### src/rtl/prq_pkg.sv
`default_nettype none

package prq_pkg;

    // Defaults for the top-level parameters
    localparam int DEF_QUEUE_DEPTH   = 8;
    localparam int DEF_PRIORITY_BITS = 8;

    // Fixed field widths on the ports
    localparam int ID_BITS        = 3;
    localparam int ID_COUNT       = 8;
    localparam int PORT_PRIO_BITS = 8;
    localparam int PORT_CNT_BITS  = 4;

    // Operation codes carried in s_tuser
    localparam logic MODE_INSERT = 1'b0;
    localparam logic MODE_POP    = 1'b1;

    // Result status codes carried in m_tuser
    typedef enum logic [1:0] {
        ST_OK     = 2'd0,
        ST_EMPTY  = 2'd1,
        ST_REJECT = 2'd2
    } status_t;

    // Controller states
    typedef enum logic {
        S_IDLE = 1'b0,
        S_EXEC = 1'b1
    } state_t;

    // Commands from controller to datapath
    typedef struct packed {
        logic load_in;
        logic execute;
    } dp_cmd_t;

endpackage

`default_nettype wire

### src/rtl/prq_ctrl.sv
`default_nettype none

module prq_ctrl (
    input  wire logic            clk,
    input  wire logic            rst_n,
    input  wire logic            s_tvalid,
    output logic                 s_tready,
    output logic                 m_tvalid,
    input  wire logic            m_tready,
    output prq_pkg::dp_cmd_t     cmd
);

    prq_pkg::state_t state_reg, state_next;
    logic            out_valid_reg, out_valid_next;
    logic            accept;

    // Take a beat only when idle and the result register is free by next edge
    assign s_tready = (state_reg == prq_pkg::S_IDLE) && (!out_valid_reg || m_tready);
    assign accept   = s_tvalid && s_tready;
    assign m_tvalid = out_valid_reg;

    // Next state
    always_comb
    begin
        state_next = state_reg;
        case (state_reg)
            prq_pkg::S_IDLE:
            begin
                if (accept)
                begin
                    state_next = prq_pkg::S_EXEC;
                end
            end
            prq_pkg::S_EXEC:
            begin
                state_next = prq_pkg::S_IDLE;
            end
            default:
            begin
                state_next = prq_pkg::S_IDLE;
            end
        endcase
    end

    // Outputs: commands and result-valid tracking
    always_comb
    begin
        cmd.load_in    = accept;
        cmd.execute    = (state_reg == prq_pkg::S_EXEC);
        out_valid_next = out_valid_reg;
        if (cmd.execute)
        begin
            out_valid_next = 1'b1;
        end
        else if (m_tready)
        begin
            out_valid_next = 1'b0;
        end
    end

    always_ff @(posedge clk or negedge rst_n)
    begin
        if (!rst_n)
        begin
            state_reg     <= prq_pkg::S_IDLE;
            out_valid_reg <= 1'b0;
        end
        else
        begin
            state_reg     <= state_next;
            out_valid_reg <= out_valid_next;
        end
    end

endmodule

`default_nettype wire

### src/rtl/prq_datapath.sv
`default_nettype none

module prq_datapath #(
    parameter int QUEUE_DEPTH   = prq_pkg::DEF_QUEUE_DEPTH,
    parameter int PRIORITY_BITS = prq_pkg::DEF_PRIORITY_BITS
) (
    input  wire logic             clk,
    input  wire logic             rst_n,
    input  wire prq_pkg::dp_cmd_t cmd,
    input  wire logic             in_mode,
    input  wire logic [prq_pkg::ID_BITS-1:0]        in_task_id,
    input  wire logic [prq_pkg::PORT_PRIO_BITS-1:0] in_task_priority,
    output prq_pkg::status_t                         res_status,
    output logic [prq_pkg::ID_BITS-1:0]              res_popped_id,
    output logic [prq_pkg::PORT_PRIO_BITS-1:0]       res_popped_priority,
    output logic [prq_pkg::PORT_CNT_BITS-1:0]        res_queue_count
);

    localparam int CNT_BITS = $clog2(QUEUE_DEPTH + 1);
    localparam int IDB      = prq_pkg::ID_BITS;
    localparam int PPB      = prq_pkg::PORT_PRIO_BITS;
    localparam int PCB      = prq_pkg::PORT_CNT_BITS;

    // Captured operation
    logic                     op_mode_reg;
    logic [IDB-1:0]           op_id_reg;
    logic [PRIORITY_BITS-1:0] op_prio_reg;

    // Cell chain, head at cell 0
    logic [IDB-1:0]           slot_id_reg       [QUEUE_DEPTH];
    logic [IDB-1:0]           slot_id_next      [QUEUE_DEPTH];
    logic [PRIORITY_BITS-1:0] slot_priority_reg [QUEUE_DEPTH];
    logic [PRIORITY_BITS-1:0] slot_priority_next[QUEUE_DEPTH];
    logic [QUEUE_DEPTH-1:0]   slot_valid_reg, slot_valid_next;
    logic [prq_pkg::ID_COUNT-1:0] id_queued_reg, id_queued_next;
    logic [CNT_BITS-1:0]      count_reg, count_next;

    // Result register
    prq_pkg::status_t         res_status_reg, res_status_next;
    logic [IDB-1:0]           res_id_reg, res_id_next;
    logic [PRIORITY_BITS-1:0] res_prio_reg, res_prio_next;
    logic [CNT_BITS-1:0]      res_cnt_reg;

    // Neighbor views of the chain
    logic [IDB-1:0]           up_id  [QUEUE_DEPTH];
    logic [PRIORITY_BITS-1:0] up_prio[QUEUE_DEPTH];
    logic [QUEUE_DEPTH-1:0]   up_valid;
    logic [IDB-1:0]           dn_id  [QUEUE_DEPTH];
    logic [PRIORITY_BITS-1:0] dn_prio[QUEUE_DEPTH];
    logic [QUEUE_DEPTH-1:0]   dn_valid;

    logic [QUEUE_DEPTH-1:0]   le;
    logic [QUEUE_DEPTH:0]     le_ext;
    logic                     ins_ok, pop_ok;
    logic [PRIORITY_BITS+PPB-1:0] prio_in_wide;
    logic [PRIORITY_BITS+PPB-1:0] prio_out_wide;
    logic [CNT_BITS+PCB-1:0]      cnt_out_wide;

    // Keep only the low PRIORITY_BITS of the incoming priority
    assign prio_in_wide = {{PRIORITY_BITS{1'b0}}, in_task_priority};

    // Capture the accepted beat
    always_ff @(posedge clk)
    begin
        if (cmd.load_in)
        begin
            op_mode_reg <= in_mode;
            op_id_reg   <= in_task_id;
            op_prio_reg <= prio_in_wide[PRIORITY_BITS-1:0];
        end
    end

    // Per-cell compare and neighbor taps
    always_comb
    begin
        for (int k = 0; k < QUEUE_DEPTH; k++)
        begin
            le[k] = slot_valid_reg[k] && (slot_priority_reg[k] <= op_prio_reg);
        end
        le_ext = {le, 1'b1};

        up_id[0]    = '0;
        up_prio[0]  = '0;
        up_valid[0] = 1'b0;
        for (int k = 1; k < QUEUE_DEPTH; k++)
        begin
            up_id[k]    = slot_id_reg[k-1];
            up_prio[k]  = slot_priority_reg[k-1];
            up_valid[k] = slot_valid_reg[k-1];
        end

        dn_id[QUEUE_DEPTH-1]    = '0;
        dn_prio[QUEUE_DEPTH-1]  = '0;
        dn_valid[QUEUE_DEPTH-1] = 1'b0;
        for (int k = 0; k < QUEUE_DEPTH - 1; k++)
        begin
            dn_id[k]    = slot_id_reg[k+1];
            dn_prio[k]  = slot_priority_reg[k+1];
            dn_valid[k] = slot_valid_reg[k+1];
        end
    end

    assign ins_ok = (op_mode_reg == prq_pkg::MODE_INSERT) && !id_queued_reg[op_id_reg]
                    && (count_reg != CNT_BITS'(QUEUE_DEPTH));
    assign pop_ok = (op_mode_reg == prq_pkg::MODE_POP) && (count_reg != '0);

    // Chain update: hold, insert at the first cell past the lower-or-equal run, or shift
    always_comb
    begin
        slot_valid_next = slot_valid_reg;
        id_queued_next  = id_queued_reg;
        count_next      = count_reg;
        for (int k = 0; k < QUEUE_DEPTH; k++)
        begin
            slot_id_next[k]       = slot_id_reg[k];
            slot_priority_next[k] = slot_priority_reg[k];
            if (ins_ok && !le[k])
            begin
                if (le_ext[k])
                begin
                    slot_id_next[k]       = op_id_reg;
                    slot_priority_next[k] = op_prio_reg;
                    slot_valid_next[k]    = 1'b1;
                end
                else
                begin
                    slot_id_next[k]       = up_id[k];
                    slot_priority_next[k] = up_prio[k];
                    slot_valid_next[k]    = up_valid[k];
                end
            end
            else if (pop_ok)
            begin
                slot_id_next[k]       = dn_id[k];
                slot_priority_next[k] = dn_prio[k];
                slot_valid_next[k]    = dn_valid[k];
            end
        end

        res_status_next = prq_pkg::ST_OK;
        res_id_next     = '0;
        res_prio_next   = '0;
        if (ins_ok)
        begin
            id_queued_next[op_id_reg] = 1'b1;
            count_next                = count_reg + CNT_BITS'(1);
        end
        else if (pop_ok)
        begin
            id_queued_next[slot_id_reg[0]] = 1'b0;
            count_next                     = count_reg - CNT_BITS'(1);
            res_id_next                    = slot_id_reg[0];
            res_prio_next                  = slot_priority_reg[0];
        end
        else if (op_mode_reg == prq_pkg::MODE_POP)
        begin
            res_status_next = prq_pkg::ST_EMPTY;
        end
        else
        begin
            res_status_next = prq_pkg::ST_REJECT;
        end
    end

    // Cell contents and results carry no reset
    always_ff @(posedge clk)
    begin
        if (cmd.execute)
        begin
            for (int k = 0; k < QUEUE_DEPTH; k++)
            begin
                slot_id_reg[k]       <= slot_id_next[k];
                slot_priority_reg[k] <= slot_priority_next[k];
            end
            res_status_reg <= res_status_next;
            res_id_reg     <= res_id_next;
            res_prio_reg   <= res_prio_next;
            res_cnt_reg    <= count_next;
        end
    end

    // Occupancy state
    always_ff @(posedge clk or negedge rst_n)
    begin
        if (!rst_n)
        begin
            slot_valid_reg <= '0;
            id_queued_reg  <= '0;
            count_reg      <= '0;
        end
        else if (cmd.execute)
        begin
            slot_valid_reg <= slot_valid_next;
            id_queued_reg  <= id_queued_next;
            count_reg      <= count_next;
        end
    end

    // Fit results to the port widths
    assign prio_out_wide       = {{PPB{1'b0}}, res_prio_reg};
    assign cnt_out_wide        = {{PCB{1'b0}}, res_cnt_reg};
    assign res_status          = res_status_reg;
    assign res_popped_id       = res_id_reg;
    assign res_popped_priority = prio_out_wide[PPB-1:0];
    assign res_queue_count     = cnt_out_wide[PCB-1:0];

endmodule

`default_nettype wire

### src/rtl/priority_ready_queue_unit.sv
// Flow: an accepted beat is captured in the operation registers, then the cell
// chain and the result register update in S_EXEC and the result beat is presented.
// No new item is taken during the S_EXEC update; the next item is taken while the
// previous result drains.
// Reset: rst_n is asynchronous, active low; the queue comes up empty with no
// task ids queued and no result pending.
`default_nettype none

module priority_ready_queue_unit #(
    parameter int QUEUE_DEPTH   = prq_pkg::DEF_QUEUE_DEPTH,
    parameter int PRIORITY_BITS = prq_pkg::DEF_PRIORITY_BITS
) (
    input  wire logic        clk,
    input  wire logic        rst_n,
    input  wire logic        s_tvalid,
    output logic             s_tready,
    input  wire logic [15:0] s_tdata,   // [2:0] task_id, [10:3] task_priority, rest zero
    input  wire logic        s_tuser,   // [0] mode
    output logic             m_tvalid,
    input  wire logic        m_tready,
    output logic [15:0]      m_tdata,   // [2:0] popped_id, [10:3] popped_priority,
                                        // [14:11] queue_count, [15] zero
    output logic [1:0]       m_tuser    // [1:0] status
);

    prq_pkg::dp_cmd_t cmd;
    prq_pkg::status_t res_status;
    logic [prq_pkg::ID_BITS-1:0]        res_popped_id;
    logic [prq_pkg::PORT_PRIO_BITS-1:0] res_popped_priority;
    logic [prq_pkg::PORT_CNT_BITS-1:0]  res_queue_count;

    prq_ctrl u_ctrl (
        .clk      (clk),
        .rst_n    (rst_n),
        .s_tvalid (s_tvalid),
        .s_tready (s_tready),
        .m_tvalid (m_tvalid),
        .m_tready (m_tready),
        .cmd      (cmd)
    );

    prq_datapath #(
        .QUEUE_DEPTH   (QUEUE_DEPTH),
        .PRIORITY_BITS (PRIORITY_BITS)
    ) u_datapath (
        .clk                 (clk),
        .rst_n               (rst_n),
        .cmd                 (cmd),
        .in_mode             (s_tuser),
        .in_task_id          (s_tdata[2:0]),
        .in_task_priority    (s_tdata[10:3]),
        .res_status          (res_status),
        .res_popped_id       (res_popped_id),
        .res_popped_priority (res_popped_priority),
        .res_queue_count     (res_queue_count)
    );

    // Pack the result beat
    assign m_tdata = {1'b0, res_queue_count, res_popped_priority, res_popped_id};
    assign m_tuser = res_status;

endmodule

`default_nettype wire
### config.mk
export PLATFORM = sky130hd
export DESIGN_NAME = priority_ready_queue_unit
export DESIGN_NICKNAME = d
export VERILOG_FILES = /design/src/rtl/prq_pkg.sv /design/src/rtl/prq_ctrl.sv /design/src/rtl/prq_datapath.sv /design/src/rtl/priority_ready_queue_unit.sv
export SDC_FILE = /design/constraint.sdc
export NUM_CORES = 1
export LEC_CHECK = 0
export BUFFER_PORTS_ARGS = -buffer_cell sky130_fd_sc_hd__buf_4
export CAP_MARGIN = 10
export CORE_MARGIN = 2
export CORE_UTILIZATION = 60
export CTS_BUF_LIST = sky130_fd_sc_hd__clkbuf_4
export DETAILED_ROUTE_END_ITERATION = 6
export PLACE_DENSITY = 0.78
export SLEW_MARGIN = 20
export SYNTH_ARGS = -nofsm -noshare
export SYNTH_HDL_FRONTEND = slang
export SYNTH_HIERARCHICAL = 1
export SYNTH_SLANG_ARGS = --single-unit
### constraint.sdc
create_clock -name clk -period 3.8 [get_ports clk]
set_clock_uncertainty 0.1 [all_clocks]
set_input_delay 0.57 -clock clk [delete_from_list [all_inputs] [get_ports clk]]
set_output_delay 0.57 -clock clk [all_outputs]
set_load 0.05 [all_outputs]
# After elaboration in Yosys (flattened, before gate mapping)
# Memories as Yosys holds them, arrays and structs flattened.
# Cells that the tools add are included.
# word_totals
reg_bits	51
ramBits	88
input_bits	21
output_inout_bits	20
wordCells	184
mem_count	2
# op_classes
add_sub_neg	2
n_lt_le_gt_ge	12
n_eq_ne	1
mux	86
bitwise	6
reduce_logical	56
# mem_list
name	words	width	rd	rd_clocked_by_memory_dff	write_ports	line	text
u_datapath.slot_priority_reg	8	8	8	0	8	prq_datapath.sv:32	logic [PRIORITY_BITS-1:0] slot_priority_reg [QUEUE_DEPTH];
u_datapath.slot_id_reg	8	3	8	0	8	prq_datapath.sv:30	logic [IDB-1:0] slot_id_reg [QUEUE_DEPTH];
# ops
operator	n
$mux 8	25
$mux 3	23
$le 8x8->1	8
$mux 1	31
$logic_and 1x1->1	23
$reduce_bool 2->1	10
$reduce_and 2->1	9
$logic_not 1->1	10
$and 8x8->8	1
$lt 3x4->1 const B	2
$mux 4	2
$not 8->8	1
$or 8x8->8	1
$demux 1 s3	2
$ge 3x1->1 const B	2
$add 4x1->4 const B	1
$ne 4x4->1 const B	1
$reduce_bool 4->1	1
$reduce_or 2->1	2
$sub 4x1->4 const B	1
$bmux 1 s3	1
$not 1->1	3
$mux 2	1
$pmux 1 s2	1
$logic_or 1x1->1	1

# Longest topological paths before layout
# Gate-level depths: netlist (run 1).
# An unclocked memory read counts as a cell.
# logic_depth
depth_word	9
mapped_depth	11
depth_no_buf	8

# By module
# Netlist (run 1), hierarchy kept.
# by_module_without_submodules
module	n_inst	cells_per_inst	area_each_um2	seq_area_each_um2
prq_datapath	1	724	8154.1	4013.8
prq_ctrl	1	9	103.8	50.0
priority_ready_queue_unit	1	2	11.3	0.0

# Worst setup path before layout (run 1)
# OpenSTA, ideal clock, no wires.
# synth_timing
path_type	register -> register
startpoint	reg, netlist name u_datapath/op_prio_reg[1]
endpoint	mem u_datapath/slot_id_reg[0][6] (netlist name), enable pin
setup_time_ns	0.382
t_arrival_ns	2.695
required_ns	3.318
slack_ns	0.622
path_stages_with_launch	12
path_buffers	3
period_less_slack_ns	3.178
path_cell_list	edfxtp_1 clkbuf_1 inv_1 ha_1 nor2b_1 o211ai_1 a21oi_1 o41a_1 clkbuf_1 buf_2 nand2_1 a21oi_1
# synth_lines
element	line
end: declaration	prq_datapath.sv:30

==> results.yml, run 1 <==
outcome:
  outcome: "complete, no violations"
finish:
  nFillCells: 1021
  drive_gt1_share_pct: 17.9
  area_delta_synth_final_pct: 9.20
  fin_util_pct: 67.7
  largest_reg_flops: 64
  diodes: 0
  final_cells: 959
  fin_nets: 857
  fin_area_um2: 9030
synthesis:
  yosysWarningCount: 6
  synthTopCellsByArea: "edfxtp_1 42%, ha_1 10%, mux2i_1 9.9%, dfrtp_1 6.7%, nand2_1 3.1%"
  synth.top_cell.area_share_pct: 42.5
  synth.most_common_cell: "edfxtp_1"
  ys.flop_type: "edfxtp_1"
  yosysSeqAreaShare_pct: 49.1
  synth.net_count: 822
  synth_edf_count: 117
  netlist_instances: 735
  synth_common_cells: "117 x edfxtp_1, 82 x mux2i_1, 68 x nand2_1, 66 x ha_1, 49 x nor2_1"
  yosysUniqueCellTypes: 54
  synth_seq_cells: 139
  avgSynthCellArea_um2: 11.3
  yosysTopAreaCell: "edfxtp_1"
  async_reset_ff_share_pct: 15.8
  netlist_area_um2: 8270
critical_path:
  critPathMaxFanout: 17
  max_stage_delay_ns: 0.79
  cp-end-kind: "flop"
  path_class: "flop to flop"
  start_kind: "flop"
  required_ns: 3.89
  crit_buf_inv: 0
  crit_chain: "mux2i_1 > o221ai_1 > or3_1 > a311o_1 > a21oi_2"
  crit_arrival_ns: 3.36
  crit_path_top_delay_cell: "edfxtp_1"
  path_delay_family: "compound AO/OA/AOI/OAI gates"
global_route:
  grt_usage_pct: 27.1
  grt_overflow: 0
  first_global_vias: 6201
  grt_max_degree: 33
  grt_first_pass_wirelength_um: 30300
  grt_antenna_before_repair: 0
power_and_ir_drop:
  pwr-share-seq_pct: 43.1
  p_total_mw: 5.36
  switching_share_pct: 38.1
  p_per_area_nw_per_um2: 594
  p_comb_share_pct: 39.2
  p_sw_mw: 2.04
  power.share.clock_pct: 17.6
  p_int_mw: 3.32
  p_leak_nw: 3.68
  ir_drop_uv: 326
clock_tree:
  post_cts_buffers: 0
  clockRootBuffer: "clkbuf_4"
  cts_buffers: 17
  clock-sinks: 139
  cts_resized: 0
  cts.clk_slew.worst_paths_ns: 0.12
  cts_tree: "built"
  cts.path.max_buffers: 2
  cts_hold_buf: 1
  clk_latency_ns: 0.56
  htree_levels: 4
routing:
  route.met3.wl_um: 1010
  vias: 5952
  finalWirelength_um: 19000
  m1WireLength_um: 8220
  dr.pass1.iters: 5
  top_layer_used: "met4"
  via_per_inst: 6.21
  route.met2.wl_um: 9470
  postRouteAntennaNets: 0
  drc: 0
  wire_per_inst_um: 19.9
  first_iter_violations: 583
timing:
  max_slew.worst_pin.slew_ns: 0.765
  worst_slack_ns: 0.527
  grt_setup_unrepaired: "false"
  final-hold-violation-count: 0
  maxSlewViolCount: 0
  slew_headroom_pct: 48.9
  finalCritPeriodShare_pct: 86.1
  period_minus_slack_ns: 3.27
  max_freq_mhz: 306
  fin_setup_tns_ns: 0
  holdWs_ns: 0.0916
  setup_viol: 0
placement:
  dpl_cell_area_um2: 8740
  routabilityCongestion: 0.888
  dp.cells: 926
  dpl_worst_slack_ns: 0.551
  hpwl_um: 14100
  port_buffers: 34
floorplan:
  chipWidth_um: 121
  std_cell_rows: 42
  start_util_pct: 62.0
  ioPinCount: 41
  die_h_um: 121
  core_area_um2: 13300
  die_area_um2: 14700
run:
  maxCapViolCount: 0
worst_hold_path:
  hold_path_class: "primary input to flop"
[routing by layer]
layer | track usage (%) | up-vias
met5 | 0 | -
met4 | 11.1 | 0
met3 | 5.08 | 32
met2 | 45.4 | 193
met1 | 34.6 | 2901
li1 | - | 2826
[cell type report]
class | count | area [um^2] | share of cell area, %
clock buffer | 19 | 143 | 1.58
timing repair buffer | 64 | 483 | 5.35
multi-input combinational | 517 | 3880 | 42.9
sequential | 139 | 4060 | 45.0
tap | 176 | 220 | 2.44
inverter | 31 | 116 | 1.29
clock inverter | 13 | 126 | 1.40
[kinds of logic (layout without fill, tap and decap cells)]
logic type,after synthesis,after routing,synth area share [%]
AOI/OAI and AO/OA,176,176,14.6
xor gates and xnor gates,5,5,0.530
other,1,1,0.0453
buffers and inverters,79,127,4.48
muxes,94,94,11.6
adders and majority gates,66,66,9.99
DFF,139,139,49.1
and+or+nand+nor,175,175,9.70
[layout by cell type (no fill, tap or decap), types with 12 or more instances in the layout]
| cell type | n |
|---|---|
| ha_1 | 66 |
| mux2i_1 | 82 |
| nor2_1 | 49 |
| nand4_1 | 16 |
| nand2_1 | 68 |
| clkbuf_4 | 19 |
| o21ai_0 | 38 |
| a21oi_1 | 30 |
| mux2_2 | 12 |
| a31oi_1 | 14 |
| inv_1 | 31 |
| buf_4 | 63 |
| o21ai_2 | 24 |
| dfrtp_1 | 22 |
| a211oi_1 | 14 |
| edfxtp_1 | 117 |
[power by group through the flow]
| stage | clock network [mW] | registers, mW | logic, mW |
|---|---|---|---|
| after floorplan | 0 | 2.33 | 1.55 |
| after global placement | 0 | 2.32 | 1.98 |
| after detailed placement | 0 | 2.34 | 2.08 |
| after CTS | 0.968 | 2.31 | 2.09 |
| after global routing | 1.02 | 2.34 | 2.30 |
| final | 0.946 | 2.31 | 2.10 |
[path summary, 6_finish.rpt]
kind / startpoint / end / slack [ns] / cells after the start
worst min-delay path: s_tuser / u_datapath/op_mode_reg$_DFFE_PP_ / 0.09 / 1
worst max-delay path: u_datapath/op_id_reg[0]$_DFFE_PP_ / u_datapath/slot_priority_reg[1][6]$_DFFE_PP_ / 0.53 / 5
min in group asynchronous: rst_n / u_datapath/count_reg[2]$_DFFE_PN0P_ / 0.35 / 2
worst max register to register: u_datapath/op_id_reg[0]$_DFFE_PP_ / u_datapath/slot_priority_reg[1][6]$_DFFE_PP_ / 0.53 / 5
worst min register to register: u_datapath/id_queued_reg[1]$_DFFE_PN0P_ / u_datapath/id_queued_reg[1]$_DFFE_PN0P_ / 0.42 / 2
max in group asynchronous: rst_n / u_datapath/id_queued_reg[4]$_DFFE_PN0P_ / 2.99 / 2
[worst register-to-register path: stages, from the launching register on]
cell	delay, ns
edfxtp_1	0.79
mux2i_1	0.27
o221ai_1	0.20
or3_1	0.60
a311o_1	0.41
a21oi_2	0.56
No activity file was read; power rests on OpenSTA's default activity.
==> run 2, diff against run 1 <==
==> constraint.sdc (replaced) <==
create_clock -name clk -period 3.2 [get_ports clk]
set_clock_uncertainty 0.1 [all_clocks]
set_input_delay 0.48 -clock clk [delete_from_list [all_inputs] [get_ports clk]]
set_output_delay 0.48 -clock clk [all_outputs]
set_load 0.05 [all_outputs]
==> results.yml, run 2 (synthesized netlist as in run 1, its figures left out) <==
floorplan:
  die_h_um: 121
  std_cell_rows: 42
  chipWidth_um: 121
  core_area_um2: 13300
  start_util_pct: 62.0
  die_area_um2: 14700
  ioPinCount: 41
clock_tree:
  cts_hold_buf: 13
  clockRootBuffer: "clkbuf_4"
  post_cts_buffers: 0
  cts_resized: 0
  cts.path.max_buffers: 2
  cts_buffers: 17
  clock-sinks: 139
  clk_latency_ns: 0.58
  cts_tree: "built"
  htree_levels: 4
  cts.clk_slew.worst_paths_ns: 0.11
routing:
  wire_per_inst_um: 19.6
  via_per_inst: 6.21
  finalWirelength_um: 19400
  dr.pass1.iters: 5
  first_iter_violations: 464
  vias: 6160
  postRouteAntennaNets: 0
  drc: 0
finish:
  final_cells: 992
  layout_common_cells: "117 x edfxtp_1, 83 x buf_4, 82 x mux2i_1"
  fin_nets: 890
  largest_reg_flops: 64
  multiInputGateArea_um2: 3870
  seq_area_um2: 4060
  area_delta_synth_final_pct: 12.8
  layout_commonest_cell: "edfxtp_1"
  nFillCells: 981
  fin_area_um2: 9330
  drive_gt1_share_pct: 19.9
  diodes: 0
placement:
  dpl_cell_area_um2: 8910
  routabilityCongestion: 0.855
  hpwl_um: 14800
  dp.cells: 947
  port_buffers: 34
global_route:
  grt_antenna_before_repair: 0
  grt_overflow: 0
  grt_usage_pct: 27.8
  grt_max_degree: 27
  grt_first_pass_wirelength_um: 31300
  first_global_vias: 6318
critical_path:
  start_kind: "flop"
  required_ns: 3.37
  path_delay_family: "compound AO/OA/AOI/OAI gates"
  crit_buf_inv: 1
  crit_chain: "mux2i_1 > o221ai_1 > or3_1 > a311o_4 > a21oi_1 > buf_4"
  r2r_cells: 6
  crit_path_end: "u_datapath/slot_priority_reg[0][25]$_DFFE_PP_"
  max_stage_delay_ns: 0.66
  r2r_slack_ns: 0.27
  r2r_start: "u_datapath/op_id_reg[0]$_DFFE_PP_"
  crit_path_start: "u_datapath/op_id_reg[0]$_DFFE_PP_"
  crit_path_top_delay_cell: "edfxtp_1"
  critPathMaxFanout: 12
  rr_endpoint: "u_datapath/slot_priority_reg[0][25]$_DFFE_PP_"
  cp-end-kind: "flop"
  crit_arrival_ns: 3.10
  path_class: "flop to flop"
  path_depth: 6
power_and_ir_drop:
  ir_drop_uv: 416
  p_per_area_nw_per_um2: 695
  p_leak_nw: 3.84
timing:
  period_minus_slack_ns: 2.93
  max_slew.worst_pin.slew_ns: 0.655
  holdWs_ns: 0.0826
  max_freq_mhz: 341
  slew_headroom_pct: 56.0
  maxSlewViolCount: 0
  fin_setup_tns_ns: 0
  grt_setup_unrepaired: "false"
  finalCritPeriodShare_pct: 91.6
  final-hold-violation-count: 0
  setup_viol: 0
run:
  maxCapViolCount: 0
worst_hold_path:
  hold_path_class: "primary input to flop"
outcome:
  outcome: "complete, no violations"
==> run 2: cell types whose count changed in the layout (fill, tap and decap cells not counted), sizes merged <==
cell and delta:
dlygate4sd3 +12, clkinv -1, inv +1, buf +21, clkinvlp +1, clkbuf -1
==> run 2: layout make-up <==
cell class	count	area share (%)
Clock buffer	18	1.45
Clock inverter	14	1.57
Inverter	31	1.25
Multi-Input combinational cell	517	41.5
Sequential cell	139	43.6
Tap cell	176	2.36
Timing Repair Buffer	97	8.29
==> run 2: layer usage <==
metal	up-vias	global-route usage [%]	routed length (um)
li1	2894	-	-
met1	3011	35.6	8310
met2	214	46.7	9580
met3	41	5.64	1110
met4	0	10.4	432
met5	-	0	0
==> run 2: report_power, final <==
part / leakage [nW] / internal, mW / switching, mW
registers: 1.35 / 2.44 / 0.295
clock network: 0.139 / 0.471 / 0.672
logic: 2.35 / 1.09 / 1.51
total: 3.84 / 4.00 / 2.48
==> run 2: how the worst min path moves through the flow <==
stage                        start                             endpoint  slack, ns  cells past startpoint
final                     s_tvalid           u_ctrl/state_reg$_DFF_PN0_       0.08                      2
after global placement       rst_n  u_datapath/count_reg[2]$_DFFE_PN0P_       0.29                      1
after detailed placement     rst_n  u_datapath/count_reg[2]$_DFFE_PN0P_       0.30                      1
after global routing      s_tvalid           u_ctrl/state_reg$_DFF_PN0_       0.05                      2
after floorplan              rst_n          u_ctrl/m_tvalid$_DFFE_PN0P_       0.08                      0
after CTS                 s_tvalid           u_ctrl/state_reg$_DFF_PN0_       0.04                      2
==> run 2: metrics by stage <==
step                      utilization (%)  setup slack (ns)  total power [mW]
after floorplan                         -            0.0221              4.61
after global placement               66.8             0.405              5.18
after detailed placement             66.8             0.317              5.33
after CTS                            69.9             0.283              6.48
after global routing                 69.9             0.112              6.84
final                                69.9             0.268              6.48
